`config.mk`:
```
export PLATFORM = sky130hd
export DESIGN_NAME = http_response_body_deframer
export DESIGN_NICKNAME = d
export VERILOG_FILES = /design/src/rtl/hrbd_pkg.sv /design/src/rtl/http_response_body_deframer.sv
export SDC_FILE = /design/constraint.sdc
export NUM_CORES = 1
export LEC_CHECK = 0
export BUFFER_PORTS_ARGS = -buffer_cell sky130_fd_sc_hd__buf_2
export CORE_MARGIN = 2
export CORE_UTILIZATION = 30
export CTS_BUF_LIST = sky130_fd_sc_hd__clkbuf_16
export DETAILED_ROUTE_END_ITERATION = 8
export PLACE_DENSITY = 0.52
export SLEW_MARGIN = 25
export SYNTH_ARGS = -nofsm -noshare
export SYNTH_HDL_FRONTEND = slang
export SYNTH_SLANG_ARGS = --single-unit
export TNS_END_PERCENT = 1
```
`constraint.sdc`:
```
create_clock -name clk_i -period 5 [get_ports clk_i]
set_clock_uncertainty 0.1 [all_clocks]
set_input_delay 0.75 -clock clk_i [delete_from_list [all_inputs] [get_ports clk_i]]
set_output_delay 0.75 -clock clk_i [all_outputs]
set_load 0.005 [all_outputs]
```
`src/rtl/hrbd_pkg.sv`:
```
`default_nettype none

package hrbd_pkg;

  localparam int unsigned LENGTH_BITS = 32;

  typedef logic [LENGTH_BITS-1:0] len_t;

  typedef enum logic [2:0] {
    PH_HEADER     = 3'd0,
    PH_BODY       = 3'd1,
    PH_SIZE       = 3'd2,
    PH_DATA       = 3'd3,
    PH_CHUNK_TAIL = 3'd4,
    PH_LAST_TAIL  = 3'd5,
    PH_DONE       = 3'd6
  } phase_e;

  typedef enum logic [1:0] {
    KIND_HEADER  = 2'd0,
    KIND_FRAMING = 2'd1,
    KIND_PAYLOAD = 2'd2,
    KIND_IGNORED = 2'd3
  } byte_kind_e;

  typedef enum logic [1:0] {
    LF_NOT_FOUND = 2'd0,
    LF_SKIP_WS   = 2'd1,
    LF_DIGITS    = 2'd2,
    LF_DONE      = 2'd3
  } len_field_e;

  typedef enum logic [1:0] {
    SL_LEAD_WS  = 2'd0,
    SL_ZERO     = 2'd1,
    SL_HEX      = 2'd2,
    SL_IGNORE   = 2'd3
  } size_line_e;

  localparam logic [7:0] CHAR_LF    = 8'h0A;
  localparam logic [7:0] CHAR_CR    = 8'h0D;
  localparam logic [7:0] CHAR_SPACE = 8'h20;
  localparam logic [7:0] CHAR_TAB   = 8'h09;
  localparam logic [7:0] CHAR_ZERO  = 8'h30;
  localparam logic [7:0] CHAR_NINE  = 8'h39;
  localparam logic [7:0] CHAR_UC_C  = 8'h43;
  localparam logic [7:0] CHAR_LC_X  = 8'h78;
  localparam logic [7:0] CHAR_UC_X  = 8'h58;

  localparam logic [3:0] KEY_LAST = 4'd14;

  typedef struct packed {
    logic [7:0] out_byte;
    byte_kind_e byte_kind;
    logic       message_end;
    logic       length_overflow;
  } result_t;

  // "Content-Length:"
  function automatic logic [7:0] key_char(input logic [3:0] idx);
    logic [7:0] c;
    unique case (idx)
      4'd0:    c = 8'h43; // C
      4'd1:    c = 8'h6F; // o
      4'd2:    c = 8'h6E; // n
      4'd3:    c = 8'h74; // t
      4'd4:    c = 8'h65; // e
      4'd5:    c = 8'h6E; // n
      4'd6:    c = 8'h74; // t
      4'd7:    c = 8'h2D; // -
      4'd8:    c = 8'h4C; // L
      4'd9:    c = 8'h65; // e
      4'd10:   c = 8'h6E; // n
      4'd11:   c = 8'h67; // g
      4'd12:   c = 8'h74; // t
      4'd13:   c = 8'h68; // h
      4'd14:   c = 8'h3A; // :
      default: c = 8'h00;
    endcase
    return c;
  endfunction

  function automatic logic is_space(input logic [7:0] b);
    return (b == CHAR_SPACE) || ((b >= CHAR_TAB) && (b <= CHAR_CR));
  endfunction

  // bit 4 set when the byte is a hex digit, low bits give its value
  function automatic logic [4:0] hex_digit(input logic [7:0] b);
    logic [4:0] r;
    if ((b >= 8'h30) && (b <= 8'h39)) begin
      r = {1'b1, b[3:0]};
    end else if (((b >= 8'h61) && (b <= 8'h66)) || ((b >= 8'h41) && (b <= 8'h46))) begin
      r = {1'b1, b[3:0] + 4'd9};
    end else begin
      r = 5'b0_0000;
    end
    return r;
  endfunction

endpackage

`default_nettype wire

```
`src/rtl/http_response_body_deframer.sv`:
```
// each accepted byte's result is registered, in the skid register if the output stalls
// throughput: one byte per cycle while in_stall_o is low
// a two-entry output stage (result register plus skid register) lets a byte be taken
// while one result waits; in_stall_o rises only when both entries hold data
// reset (rst_ni low, asynchronous) returns the parser to the header phase and empties
// the output stage; a new response starts only after reset
`default_nettype none

module http_response_body_deframer (
  input  wire logic       clk_i,
  input  wire logic       rst_ni,
  input  wire logic       in_valid_i,
  output logic            in_stall_o,
  input  wire logic [7:0] rx_byte_i,
  output logic            out_valid_o,
  input  wire logic       out_stall_i,
  output logic [7:0]      out_byte_o,
  output logic [1:0]      byte_kind_o,
  output logic            message_end_o,
  output logic            length_overflow_o
);

  localparam int unsigned LB = hrbd_pkg::LENGTH_BITS;

  hrbd_pkg::phase_e     phase_q, phase_d;
  logic                 nl_seen_q, nl_seen_d;
  logic                 cr_after_nl_q, cr_after_nl_d;
  logic [3:0]           match_pos_q, match_pos_d;
  hrbd_pkg::len_field_e lfs_q, lfs_d;
  hrbd_pkg::len_t       decl_len_q, decl_len_d;
  hrbd_pkg::size_line_e sls_q, sls_d;
  hrbd_pkg::len_t       bytes_rem_q, bytes_rem_d;

  hrbd_pkg::result_t    res;
  hrbd_pkg::result_t    out_q, out_d, skid_q, skid_d;
  logic                 out_valid_q, out_valid_d, skid_valid_q, skid_valid_d;

  logic                 in_fire;
  logic [7:0]           b;
  logic                 is_lf, is_cr, is_dec;
  logic [4:0]           hexd;
  logic [3:0]           match_eff;
  logic                 key_hit;
  logic [4:0]           match_inc;
  logic [LB+3:0]        dec_wide;
  logic                 dec_ovf, dec_take;
  hrbd_pkg::len_t       dec_next;
  logic                 hex_ovf, hex_take, size_lf;
  hrbd_pkg::len_t       hex_next;
  hrbd_pkg::len_t       rem_dec;
  logic                 rem_last;
  logic                 hdr_lf_end;

  assign in_fire = in_valid_i && !skid_valid_q;
  assign in_stall_o = skid_valid_q;

  assign b      = rx_byte_i;
  assign is_lf  = (b == hrbd_pkg::CHAR_LF);
  assign is_cr  = (b == hrbd_pkg::CHAR_CR);
  assign is_dec = (b >= hrbd_pkg::CHAR_ZERO) && (b <= hrbd_pkg::CHAR_NINE);
  assign hexd   = hrbd_pkg::hex_digit(b);

  // keyword matcher
  assign match_eff = (match_pos_q > hrbd_pkg::KEY_LAST) ? 4'd0 : match_pos_q;
  assign key_hit   = (b == hrbd_pkg::key_char(match_eff));
  assign match_inc = {1'b0, match_eff} + 5'd1;

  // decimal accumulate: v*10 + d, saturating
  assign dec_wide = {1'b0, decl_len_q, 3'b000} + {3'b000, decl_len_q, 1'b0}
                  + {{LB{1'b0}}, b[3:0]};
  assign dec_ovf  = |dec_wide[LB+3:LB];
  assign dec_next = dec_ovf ? '1 : dec_wide[LB-1:0];
  assign dec_take = ((lfs_q == hrbd_pkg::LF_SKIP_WS) || (lfs_q == hrbd_pkg::LF_DIGITS)) && is_dec;

  // hex accumulate: v*16 + h, saturating
  assign hex_ovf  = |bytes_rem_q[LB-1:LB-4];
  assign hex_next = hex_ovf ? '1 : {bytes_rem_q[LB-5:0], hexd[3:0]};
  assign size_lf  = is_lf && nl_seen_q;

  always_comb begin
    hex_take = 1'b0;
    unique case (sls_q)
      hrbd_pkg::SL_LEAD_WS: hex_take = hexd[4] && (b != hrbd_pkg::CHAR_ZERO);
      hrbd_pkg::SL_ZERO:    hex_take = hexd[4] && (b != hrbd_pkg::CHAR_LC_X)
                                       && (b != hrbd_pkg::CHAR_UC_X);
      hrbd_pkg::SL_HEX:     hex_take = hexd[4];
      default:              hex_take = 1'b0;
    endcase
    hex_take = hex_take && !size_lf;
  end

  assign rem_dec  = bytes_rem_q - LB'(bytes_rem_q != '0);
  assign rem_last = (rem_dec == '0);
  assign hdr_lf_end = is_lf && cr_after_nl_q;

  // next state
  always_comb begin
    phase_d       = phase_q;
    nl_seen_d     = nl_seen_q;
    cr_after_nl_d = cr_after_nl_q;
    match_pos_d   = match_pos_q;
    lfs_d         = lfs_q;
    decl_len_d    = decl_len_q;
    sls_d         = sls_q;
    bytes_rem_d   = bytes_rem_q;

    unique case (phase_q)
      hrbd_pkg::PH_HEADER: begin
        if (lfs_q == hrbd_pkg::LF_NOT_FOUND) begin
          if (key_hit) begin
            if (match_inc == 5'd15) begin
              lfs_d       = hrbd_pkg::LF_SKIP_WS;
              match_pos_d = 4'd0;
            end else begin
              match_pos_d = match_inc[3:0];
            end
          end else begin
            match_pos_d = (b == hrbd_pkg::CHAR_UC_C) ? 4'd1 : 4'd0;
          end
        end else if (lfs_q != hrbd_pkg::LF_DONE) begin
          if (is_dec) begin
            lfs_d      = hrbd_pkg::LF_DIGITS;
            decl_len_d = dec_next;
          end else if (!((lfs_q == hrbd_pkg::LF_SKIP_WS) && hrbd_pkg::is_space(b))) begin
            lfs_d = hrbd_pkg::LF_DONE;
          end
        end
        if (is_lf) begin
          if (cr_after_nl_q) begin
            nl_seen_d     = 1'b0;
            cr_after_nl_d = 1'b0;
            if (lfs_d != hrbd_pkg::LF_NOT_FOUND) begin
              if (decl_len_d == '0) begin
                phase_d = hrbd_pkg::PH_DONE;
              end else begin
                bytes_rem_d = decl_len_d;
                phase_d     = hrbd_pkg::PH_BODY;
              end
            end else begin
              sls_d       = hrbd_pkg::SL_LEAD_WS;
              bytes_rem_d = '0;
              phase_d     = hrbd_pkg::PH_SIZE;
            end
          end else begin
            nl_seen_d = 1'b1;
          end
        end else if (is_cr && nl_seen_q) begin
          cr_after_nl_d = 1'b1;
          nl_seen_d     = 1'b0;
        end else begin
          nl_seen_d     = 1'b0;
          cr_after_nl_d = 1'b0;
        end
      end
      hrbd_pkg::PH_BODY: begin
        bytes_rem_d = rem_dec;
        if (rem_last) begin
          phase_d = hrbd_pkg::PH_DONE;
        end
      end
      hrbd_pkg::PH_SIZE: begin
        if (size_lf) begin
          nl_seen_d     = 1'b0;
          cr_after_nl_d = 1'b0;
          phase_d = (bytes_rem_q == '0) ? hrbd_pkg::PH_LAST_TAIL : hrbd_pkg::PH_DATA;
        end else begin
          if (hex_take) begin
            bytes_rem_d = hex_next;
          end
          unique case (sls_q)
            hrbd_pkg::SL_LEAD_WS: begin
              if (b == hrbd_pkg::CHAR_ZERO) begin
                sls_d = hrbd_pkg::SL_ZERO;
              end else if (hexd[4]) begin
                sls_d = hrbd_pkg::SL_HEX;
              end else if (!hrbd_pkg::is_space(b)) begin
                sls_d = hrbd_pkg::SL_IGNORE;
              end
            end
            hrbd_pkg::SL_ZERO: begin
              if ((b == hrbd_pkg::CHAR_LC_X) || (b == hrbd_pkg::CHAR_UC_X) || hexd[4]) begin
                sls_d = hrbd_pkg::SL_HEX;
              end else begin
                sls_d = hrbd_pkg::SL_IGNORE;
              end
            end
            hrbd_pkg::SL_HEX: begin
              if (!hexd[4]) begin
                sls_d = hrbd_pkg::SL_IGNORE;
              end
            end
            default: sls_d = sls_q;
          endcase
          nl_seen_d = is_cr;
        end
      end
      hrbd_pkg::PH_DATA: begin
        bytes_rem_d = rem_dec;
        if (rem_last) begin
          cr_after_nl_d = 1'b0;
          phase_d       = hrbd_pkg::PH_CHUNK_TAIL;
        end
      end
      hrbd_pkg::PH_CHUNK_TAIL: begin
        if (cr_after_nl_q) begin
          cr_after_nl_d = 1'b0;
          nl_seen_d     = 1'b0;
          sls_d         = hrbd_pkg::SL_LEAD_WS;
          bytes_rem_d   = '0;
          phase_d       = hrbd_pkg::PH_SIZE;
        end else begin
          cr_after_nl_d = 1'b1;
        end
      end
      hrbd_pkg::PH_LAST_TAIL: begin
        if (cr_after_nl_q) begin
          cr_after_nl_d = 1'b0;
          phase_d       = hrbd_pkg::PH_DONE;
        end else begin
          cr_after_nl_d = 1'b1;
        end
      end
      default: phase_d = phase_q;
    endcase
  end

  // result of the current byte
  always_comb begin
    res.out_byte        = b;
    res.byte_kind       = hrbd_pkg::KIND_IGNORED;
    res.message_end     = 1'b0;
    res.length_overflow = 1'b0;
    unique case (phase_q)
      hrbd_pkg::PH_HEADER: begin
        res.byte_kind       = hrbd_pkg::KIND_HEADER;
        res.message_end     = hdr_lf_end && (lfs_d != hrbd_pkg::LF_NOT_FOUND)
                              && (decl_len_d == '0);
        res.length_overflow = dec_take && dec_ovf;
      end
      hrbd_pkg::PH_BODY: begin
        res.byte_kind   = hrbd_pkg::KIND_PAYLOAD;
        res.message_end = rem_last;
      end
      hrbd_pkg::PH_SIZE: begin
        res.byte_kind       = hrbd_pkg::KIND_FRAMING;
        res.length_overflow = hex_take && hex_ovf;
      end
      hrbd_pkg::PH_DATA: begin
        res.byte_kind = hrbd_pkg::KIND_PAYLOAD;
      end
      hrbd_pkg::PH_CHUNK_TAIL: begin
        res.byte_kind = hrbd_pkg::KIND_FRAMING;
      end
      hrbd_pkg::PH_LAST_TAIL: begin
        res.byte_kind   = hrbd_pkg::KIND_FRAMING;
        res.message_end = cr_after_nl_q;
      end
      default: res.byte_kind = hrbd_pkg::KIND_IGNORED;
    endcase
  end

  // output stage with skid register
  always_comb begin
    out_d        = out_q;
    out_valid_d  = out_valid_q;
    skid_d       = skid_q;
    skid_valid_d = skid_valid_q;
    if (!out_valid_q || !out_stall_i) begin
      if (skid_valid_q) begin
        out_d        = skid_q;
        out_valid_d  = 1'b1;
        skid_valid_d = 1'b0;
      end else begin
        out_d       = res;
        out_valid_d = in_fire;
      end
    end else if (in_fire) begin
      skid_d       = res;
      skid_valid_d = 1'b1;
    end
  end

  always_ff @(posedge clk_i or negedge rst_ni) begin
    if (!rst_ni) begin
      phase_q       <= hrbd_pkg::PH_HEADER;
      nl_seen_q     <= 1'b0;
      cr_after_nl_q <= 1'b0;
      match_pos_q   <= 4'd0;
      lfs_q         <= hrbd_pkg::LF_NOT_FOUND;
      decl_len_q    <= '0;
      sls_q         <= hrbd_pkg::SL_LEAD_WS;
      bytes_rem_q   <= '0;
      out_valid_q   <= 1'b0;
      skid_valid_q  <= 1'b0;
    end else begin
      if (in_fire) begin
        phase_q       <= phase_d;
        nl_seen_q     <= nl_seen_d;
        cr_after_nl_q <= cr_after_nl_d;
        match_pos_q   <= match_pos_d;
        lfs_q         <= lfs_d;
        decl_len_q    <= decl_len_d;
        sls_q         <= sls_d;
        bytes_rem_q   <= bytes_rem_d;
      end
      out_valid_q  <= out_valid_d;
      skid_valid_q <= skid_valid_d;
    end
  end

  always_ff @(posedge clk_i) begin
    out_q  <= out_d;
    skid_q <= skid_d;
  end

  assign out_valid_o       = out_valid_q;
  assign out_byte_o        = out_q.out_byte;
  assign byte_kind_o       = out_q.byte_kind;
  assign message_end_o     = out_q.message_end;
  assign length_overflow_o = out_q.length_overflow;

endmodule

`default_nettype wire

```
* Word-level counts from Yosys, hierarchy flattened *
Memory sizes are Yosys's and may differ from the RTL's.
Cells that the tools add are included.

cells by class
  add/subtract/negate cells = 5
  order comparisons = 9
  equal/unequal tests = 36
  multiplexer cells = 70
  bitwise logic cells = 1
  reduce and logical (&&, ||, !) cells = 55

operators by type and width
  operator                                                               count
  32-bit two-way mux                                                     14
  32-bit zero test                                                       4
  32-bit case mux with 4 select lines                                    1
  35-bit by 33-bit adder with 36-bit output                              1
  36-bit by 4-bit adder with 36-bit output                               1
  2-bit two-way mux                                                      17
  32-bit nonzero test                                                    1
  32-bit by 1-bit subtractor with 32-bit output                          1
  3-bit two-way mux                                                      10
  8-bit by 7-bit equality test with 1-bit output, second input constant  3
  2-bit != test, second input constant                                   11
  1-bit logical AND                                                      18
  2-bit case mux with 3 select lines                                     3
  3-bit case mux with 6 select lines                                     1
  8-bit by 4-bit equality test with 1-bit output, second input constant  2
  8-bit by 6-bit equality test with 1-bit output, second input constant  2
  8-bit by 7-bit >= comparator with 1-bit output, second input constant  2
  8-bit by 7-bit <= comparator with 1-bit output, second input constant  2
  8-bit by 7-bit != test with 1-bit output, second input constant        2
  1-bit two-way mux                                                      13
  12-bit two-way mux                                                     1
  4-bit two-way mux                                                      3
  5-bit two-way mux                                                      2
  10-bit AND reduction                                                   1
  38 further kinds                                                       60

word-level totals
  register bits = 103
  bits in read-only memories = 112
  input port bits = 12
  logic and storage cells = 195
  memories kept = 1

memory list
  name             depth  bits a word  read ports  clocked after Yosys merged registers in  write ports  RTL line        RTL
  (no name shown)  16     7            1           0                                        0            hrbd_pkg.sv:62  unique case (idx)

* Logic depth before layout (Yosys ltp) *
  word-level depth = 15
  depth in mapped cells = 21
  depth with buffers taken out = 18

* Worst setup path before layout *
No wires, ideal clock.

  path type = input to register
  start point = input port rx_byte_i[3]
  end point = register bytes_rem_q[3]
  library setup time = 128 ps
  arrival = 5,098 ps
  required time = 4,772 ps
  path slack = -325 ps
  stages = 17
  buffers on the path = 3
  cells stage by stage = fa_1 > inv_1 > fa_1 > nand2b_1 > a21o_1 > a311oi_2 > nor4_1 > or4_1 > a221o_1 > or4_1 > o2bb2a_1 > and4_1 > buf_4 > or2b_1 > buf_6 > buf_6 > mux2_1

between the ends
  cells in the longest elaborated chain, start to end = 14
  elaborated cells between the ends (all ways) = 59
  classes of those cells = add/sub: 2; order compare: 8; eq/ne: 10; mux: 22; reduce/logical: 17

ends and longest elaborated chain
  item                                                                               RTL line                            RTL
  start, declared                                                                    http_response_body_deframer.sv:14   input wire logic [7:0] rx_byte_i,
  branches (longest 14 deep; another with 36-bit by 4-bit adder with 36-bit output)  n/a
  end signal, assigned                                                               http_response_body_deframer.sv:304  bytes_rem_q <= bytes_rem_d;
  end, declared                                                                      http_response_body_deframer.sv:32   hrbd_pkg::len_t bytes_rem_q, bytes_rem_d;

Several ways; the timed one is not identified. The select of a mux whose other input is x is not followed.
A chain may end at the register's enable or synchronous reset.

* Worst setup path after layout *
  start point = register decl_len_q[11]
  end point = register bytes_rem_q[14]

between the ends
  cells in the longest elaborated chain, start to end = 13
  elaborated cells between the ends (all ways) = 16
  classes of those cells = add/sub: 2; eq/ne: 1; mux: 10; reduce/logical: 3

ends and longest elaborated chain
  item                                                      RTL line                            RTL
  start, declared                                           http_response_body_deframer.sv:30   hrbd_pkg::len_t decl_len_q, decl_len_d;
  start signal, assigned                                    http_response_body_deframer.sv:302  decl_len_q <= decl_len_d;
  35-bit by 33-bit adder with 36-bit output                 http_response_body_deframer.sv:69   assign dec_wide = {1'b0, decl_len_q, 3'b000} + {3'b000, decl_len_q, 1'b0}
  36-bit by 4-bit adder with 36-bit output                  http_response_body_deframer.sv:70   + {{LB{1'b0}}, b[3:0]};
  4-bit OR reduction                                        http_response_body_deframer.sv:71   assign dec_ovf = |dec_wide[LB+3:LB];
  32-bit two-way mux                                        http_response_body_deframer.sv:72   assign dec_next = dec_ovf ? '1 : dec_wide[LB-1:0];
  32-bit two-way mux                                        http_response_body_deframer.sv:121  if (is_dec) begin
  32-bit two-way mux                                        http_response_body_deframer.sv:120  end else if (lfs_q != hrbd_pkg::LF_DONE) begin
  32-bit two-way mux (*)                                    http_response_body_deframer.sv:109  if (lfs_q == hrbd_pkg::LF_NOT_FOUND) begin
  32-bit two-way mux (*)                                    http_response_body_deframer.sv:107  unique case (phase_q)
  branches (longest 5 deep; another with 32-bit zero test)  n/a

Every way passes the cells marked *. The select of a mux whose other input is x is not followed.

==> summary.txt <==
Timing
  • Worst Max-Slew Pin Slew: 0.841 ns
  • Final setup violation count: 0
  • Max Freq: about 200 MHz
  • Final worst slack: around 0.047 ns
  • Fin Setup TNS: 0 ns
  • Pins Over Slew Limit: 0
  • Hold Violations, Final: 0
  • Final worst-path cycle share: 99.1%
  • Slew headroom: between 40% and 50%
  • RSZ-0062 raised after global routing: true
  • Min cycle time layout: between 4 and 5 ns

Worst setup path
  • Critical path peak fanout: 6
  • Reg2Reg Depth: 16
  • Reg2reg start: decl_len_q[11]$_DFFE_PN0P_
  • Crit start category: register
  • Critical Path Max Stage Delay: around 0.5 ns
  • Crit Reg-Reg Endpoint: bytes_rem_q[14]$_DFFE_PN0P_
  • Slowest CP cell: or4_4
  • Crit-path cells: ha_1 -> ha_1 -> buf_4 -> a21oi_1 -> o21a_1 -> a2bb2oi_1 -> and4_1 -> nor3_1 -> or3_1 -> or4_4 -> a22oi_2 -> and4_4 -> or2b_4 -> buf_4 -> clkbuf_16 -> mux2_4
  • Reg2Reg Setup Slack: 0.05 ns
  • Critical Path AT: 5.10 ns
  • CP Class: register to register
  • Worst EP required: 5.14 ns
  • Crit end category: register

Clock tree
  • TritonCTS buffer count: 9
  • Clk_lat worst skew: 0.37 ns
  • CTS clk-pin slew, worst paths: about 0.080 ns
  • CTS Hold Bufs: 0
  • H-tree depth: 3
  • Clock root buffer: clkbuf_16
  • CTS sink count: slightly above 100
  • CTS tree: built
  • Clock buffer depth: 2

Place
  • DP Cell Count: 1,693
  • Pre-CTS setup slack: -0.369 ns
  • Post-placement cell area: 0.0110 mm²
  • Detailed Place HPWL: between 20,000 and 30,000 µm
  • Gp weighted congestion: roughly 0.92
  • Port Buffers: 25

Floorplanning
  • Core area: about 0.032 mm²
  • IO Count: 26
  • Initial Util: 30.2%
  • Placement row count: 66
  • Die area: about 0.034 mm²
  • Die Wd: around 180 µm
  • Die H: 184 µm

Yosys
  • Main flop type after synthesis: dfrtp_1
  • Seq/Total Area, Yosys: 27.6%
  • Synth Area in Compound Gates: about 25%
  • Post-synth top cells: o21ai_0, nor2_1, nand2_1, ha_1, dfrtp_1
  • Synth Area in XOR/XNOR: roughly 5.3%
  • Mux contribution to synthesized area: between 5 and 6%
  • Avg Inst Size Synth: 8.19 µm²
  • Synth Area in Simple Gates: a little over a fifth
  • Synth Register Bits: about 100
  • Warnings, synthesis: 0
  • FFs w/ async S/R, synth: between 70% and 80%
  • Distinct cells, synth: 80
  • Post-synthesis adder-cell area fraction: 10.9%
  • EDFF count, synth: 24
  • Synth area leaders: dfrtp_1, ha_1, edfxtp_1
  • Largest family of logic cells by synthesized area: compound AO/OA/AOI/OAI gates
  • Syn Inst Count: between 1,000 and 1,500
  • Synth Cell Area: around 0.0098 mm²
  • Count leader, synth: o21ai_0
  • Area share of the largest cell type after synthesis: around a fifth
  • Largest area contributor in the netlist: dfrtp_1
  • Synthesized Nets: 1,288

Layout
  • Diode count: 0
  • Non-Filler Instances: 1,717
  • Final instance area: between 0.01 and 0.015 mm²
  • NumNets Final: approximately 1,400
  • Finished Core Util: roughly 36%
  • Fillers: around 3,400
  • Synth-to-layout area growth: 17.6%
  • Layout cell share with drive strength beyond 1: 18.4%

Routing
  • Via count: just under 10,000
  • Routed len/inst: around 19 µm
  • Routed WL: between 30,000 and 40,000 µm
  • Vias per inst: ~5.6
  • First-pass iteration count of the detailed router: 5
  • # DRC: 0
  • Routed Antenna Nets: 0
  • DRT iter0 DRCs: ~810

Global route
  • Global router's overall resource usage: approximately a fifth
  • Congestion Overflow GR: 0
  • Largest net degree at the start of global routing: between 50 and 60
  • Vias in the first global route: just over 9,000
  • Antenna violations before repair: 0
  • First-pass GRT wire length: between 50,000 and 60,000 µm

Job
  • MaxCap Viol Count: 0

Outcome
  • Status: finished, final reports clean

Power and ir drop
  • Worst vdd ir: around 0.21 mV
  • Power per cell area: ~520 mW/mm²
  • Leakage: roughly 4.9 nW

Hold path
  • Hold Path Class: input port to async pin
-- repair_timing --
item,in CTS,in global routing
endpoints found under the setup margin,0,37
gates resized for setup,0,36
setup buffers,0,5
-- cell type report --
type | instances | area, µm² | area share (%)
timing repair buffer | 142 | 1090 | 9.53
tap | 442 | 553 | 4.82
clock buffer | 9 | 225 | 1.96
multi-input combinational | 981 | 6740 | 58.7
sequential | 103 | 2700 | 23.5
inverter | 33 | 124 | 1.08
clock inverter | 7 | 47.5 | 0.414
-- power by group --
| part | total, W | internal, W | switching [W] |
|---|---|---|---|
| Clock | 0.000686 | 0.000339 | 0.000347 |
| Combinational | 0.00391 | 0.00162 | 0.00230 |
| Sequential | 0.00141 | 0.00107 | 0.000343 |
| Total | 0.00601 | 0.00303 | 0.00299 |
-- cells by family (layout without fill, tap and decap cells) --
| kind of cell | Yosys count | in the layout |
|---|---|---|
| mux | 42 | 42 |
| xor+xnor | 59 | 59 |
| flops | 103 | 103 |
| buf+inv | 108 | 191 |
| compound gates | 375 | 375 |
| fa+ha+maj | 84 | 84 |
| simple gates | 421 | 421 |
-- worst max-delay path: cells and delay by family (launching register included) --
| kind | cells | cell delay, ns |
|---|---|---|
| fa+ha+maj | 2 | 0.68 |
| mux | 1 | 0.29 |
| flops | 1 | 0.47 |
| compound gates | 4 | 1.13 |
| simple gates | 6 | 1.70 |
| buf+inv | 3 | 0.46 |
-- routing by layer --
layer | vias to the layer above | GRT usage (%) | routed length (µm)
met5 | - | 0 | 0
met4 | 0 | 6.62 | 932
met3 | 61 | 2.23 | 1700
met2 | 316 | 31.7 | 15300
met1 | 4649 | 26.5 | 15300
li1 | 4612 | - | -
-- placed cells by master, fill, tap and decap left out, types with 8 or more instances in the layout --
cell	instances
nand2_1	103
xnor2_1	39
dfrtp_1	77
xor2_1	20
a211oi_1	16
o221ai_1	15
o21a_1	13
mux2_4	22
ha_1	81
a21o_1	10
buf_4	111
and2_1	8
o21ai_0	117
inv_1	34
nor3b_1	9
nor4_1	13
clkbuf_16	12
a21oi_1	70
nor2_1	116
nor3_1	28
edfxtp_1	24
a31oi_1	24
nand2b_1	15
mux2_2	11
o211ai_1	17
nand3_1	35
buf_2	24
or3_1	14
nand4_1	27
mux2i_1	8
-- worst max-delay path by stage --
stage / slack (ns) / cells past startpoint / to / from
after floorplan: -0.16 / 18 / bytes_rem_q[0]$_DFFE_PN0P_ / rx_byte_i[3]
after global placement: -0.32 / 17 / bytes_rem_q[31]$_DFFE_PN0P_ / rx_byte_i[2]
after detailed placement: -0.37 / 17 / bytes_rem_q[31]$_DFFE_PN0P_ / rx_byte_i[2]
after CTS: 0.008 / 17 / bytes_rem_q[31]$_DFFE_PN0P_ / rx_byte_i[2]
after global routing: -0.04 / 20 / bytes_rem_q[14]$_DFFE_PN0P_ / match_pos_q[0]$_DFFE_PN0P_
final: 0.05 / 16 / bytes_rem_q[14]$_DFFE_PN0P_ / decl_len_q[11]$_DFFE_PN0P_
-- through the flow --
stage / power [W] / hold WS [ns]
4_1_cts: 0.00583 / 0.382
5_1_grt: 0.00643 / 0.422
3_3_place_gp: 0.00512 / 0.385
2_1_floorplan: 0.00376 / 0.354
6_report: 0.00601 / 0.360
3_5_place_dp: 0.00514 / 0.401
-- registers in the layout (all words and copies together) (netlist names) --
register           count
bytes_rem_q           32
decl_len_q            32
skid_q                12
out_byte_o             8
match_pos_q            4
phase_q                3
byte_kind_o            2
lfs_q                  2
sls_q                  2
cr_after_nl_q          1
in_stall_o             1
length_overflow_o      1
message_end_o          1
nl_seen_q              1
out_valid_o            1
No activity file was read; power rests on OpenSTA's default activity.
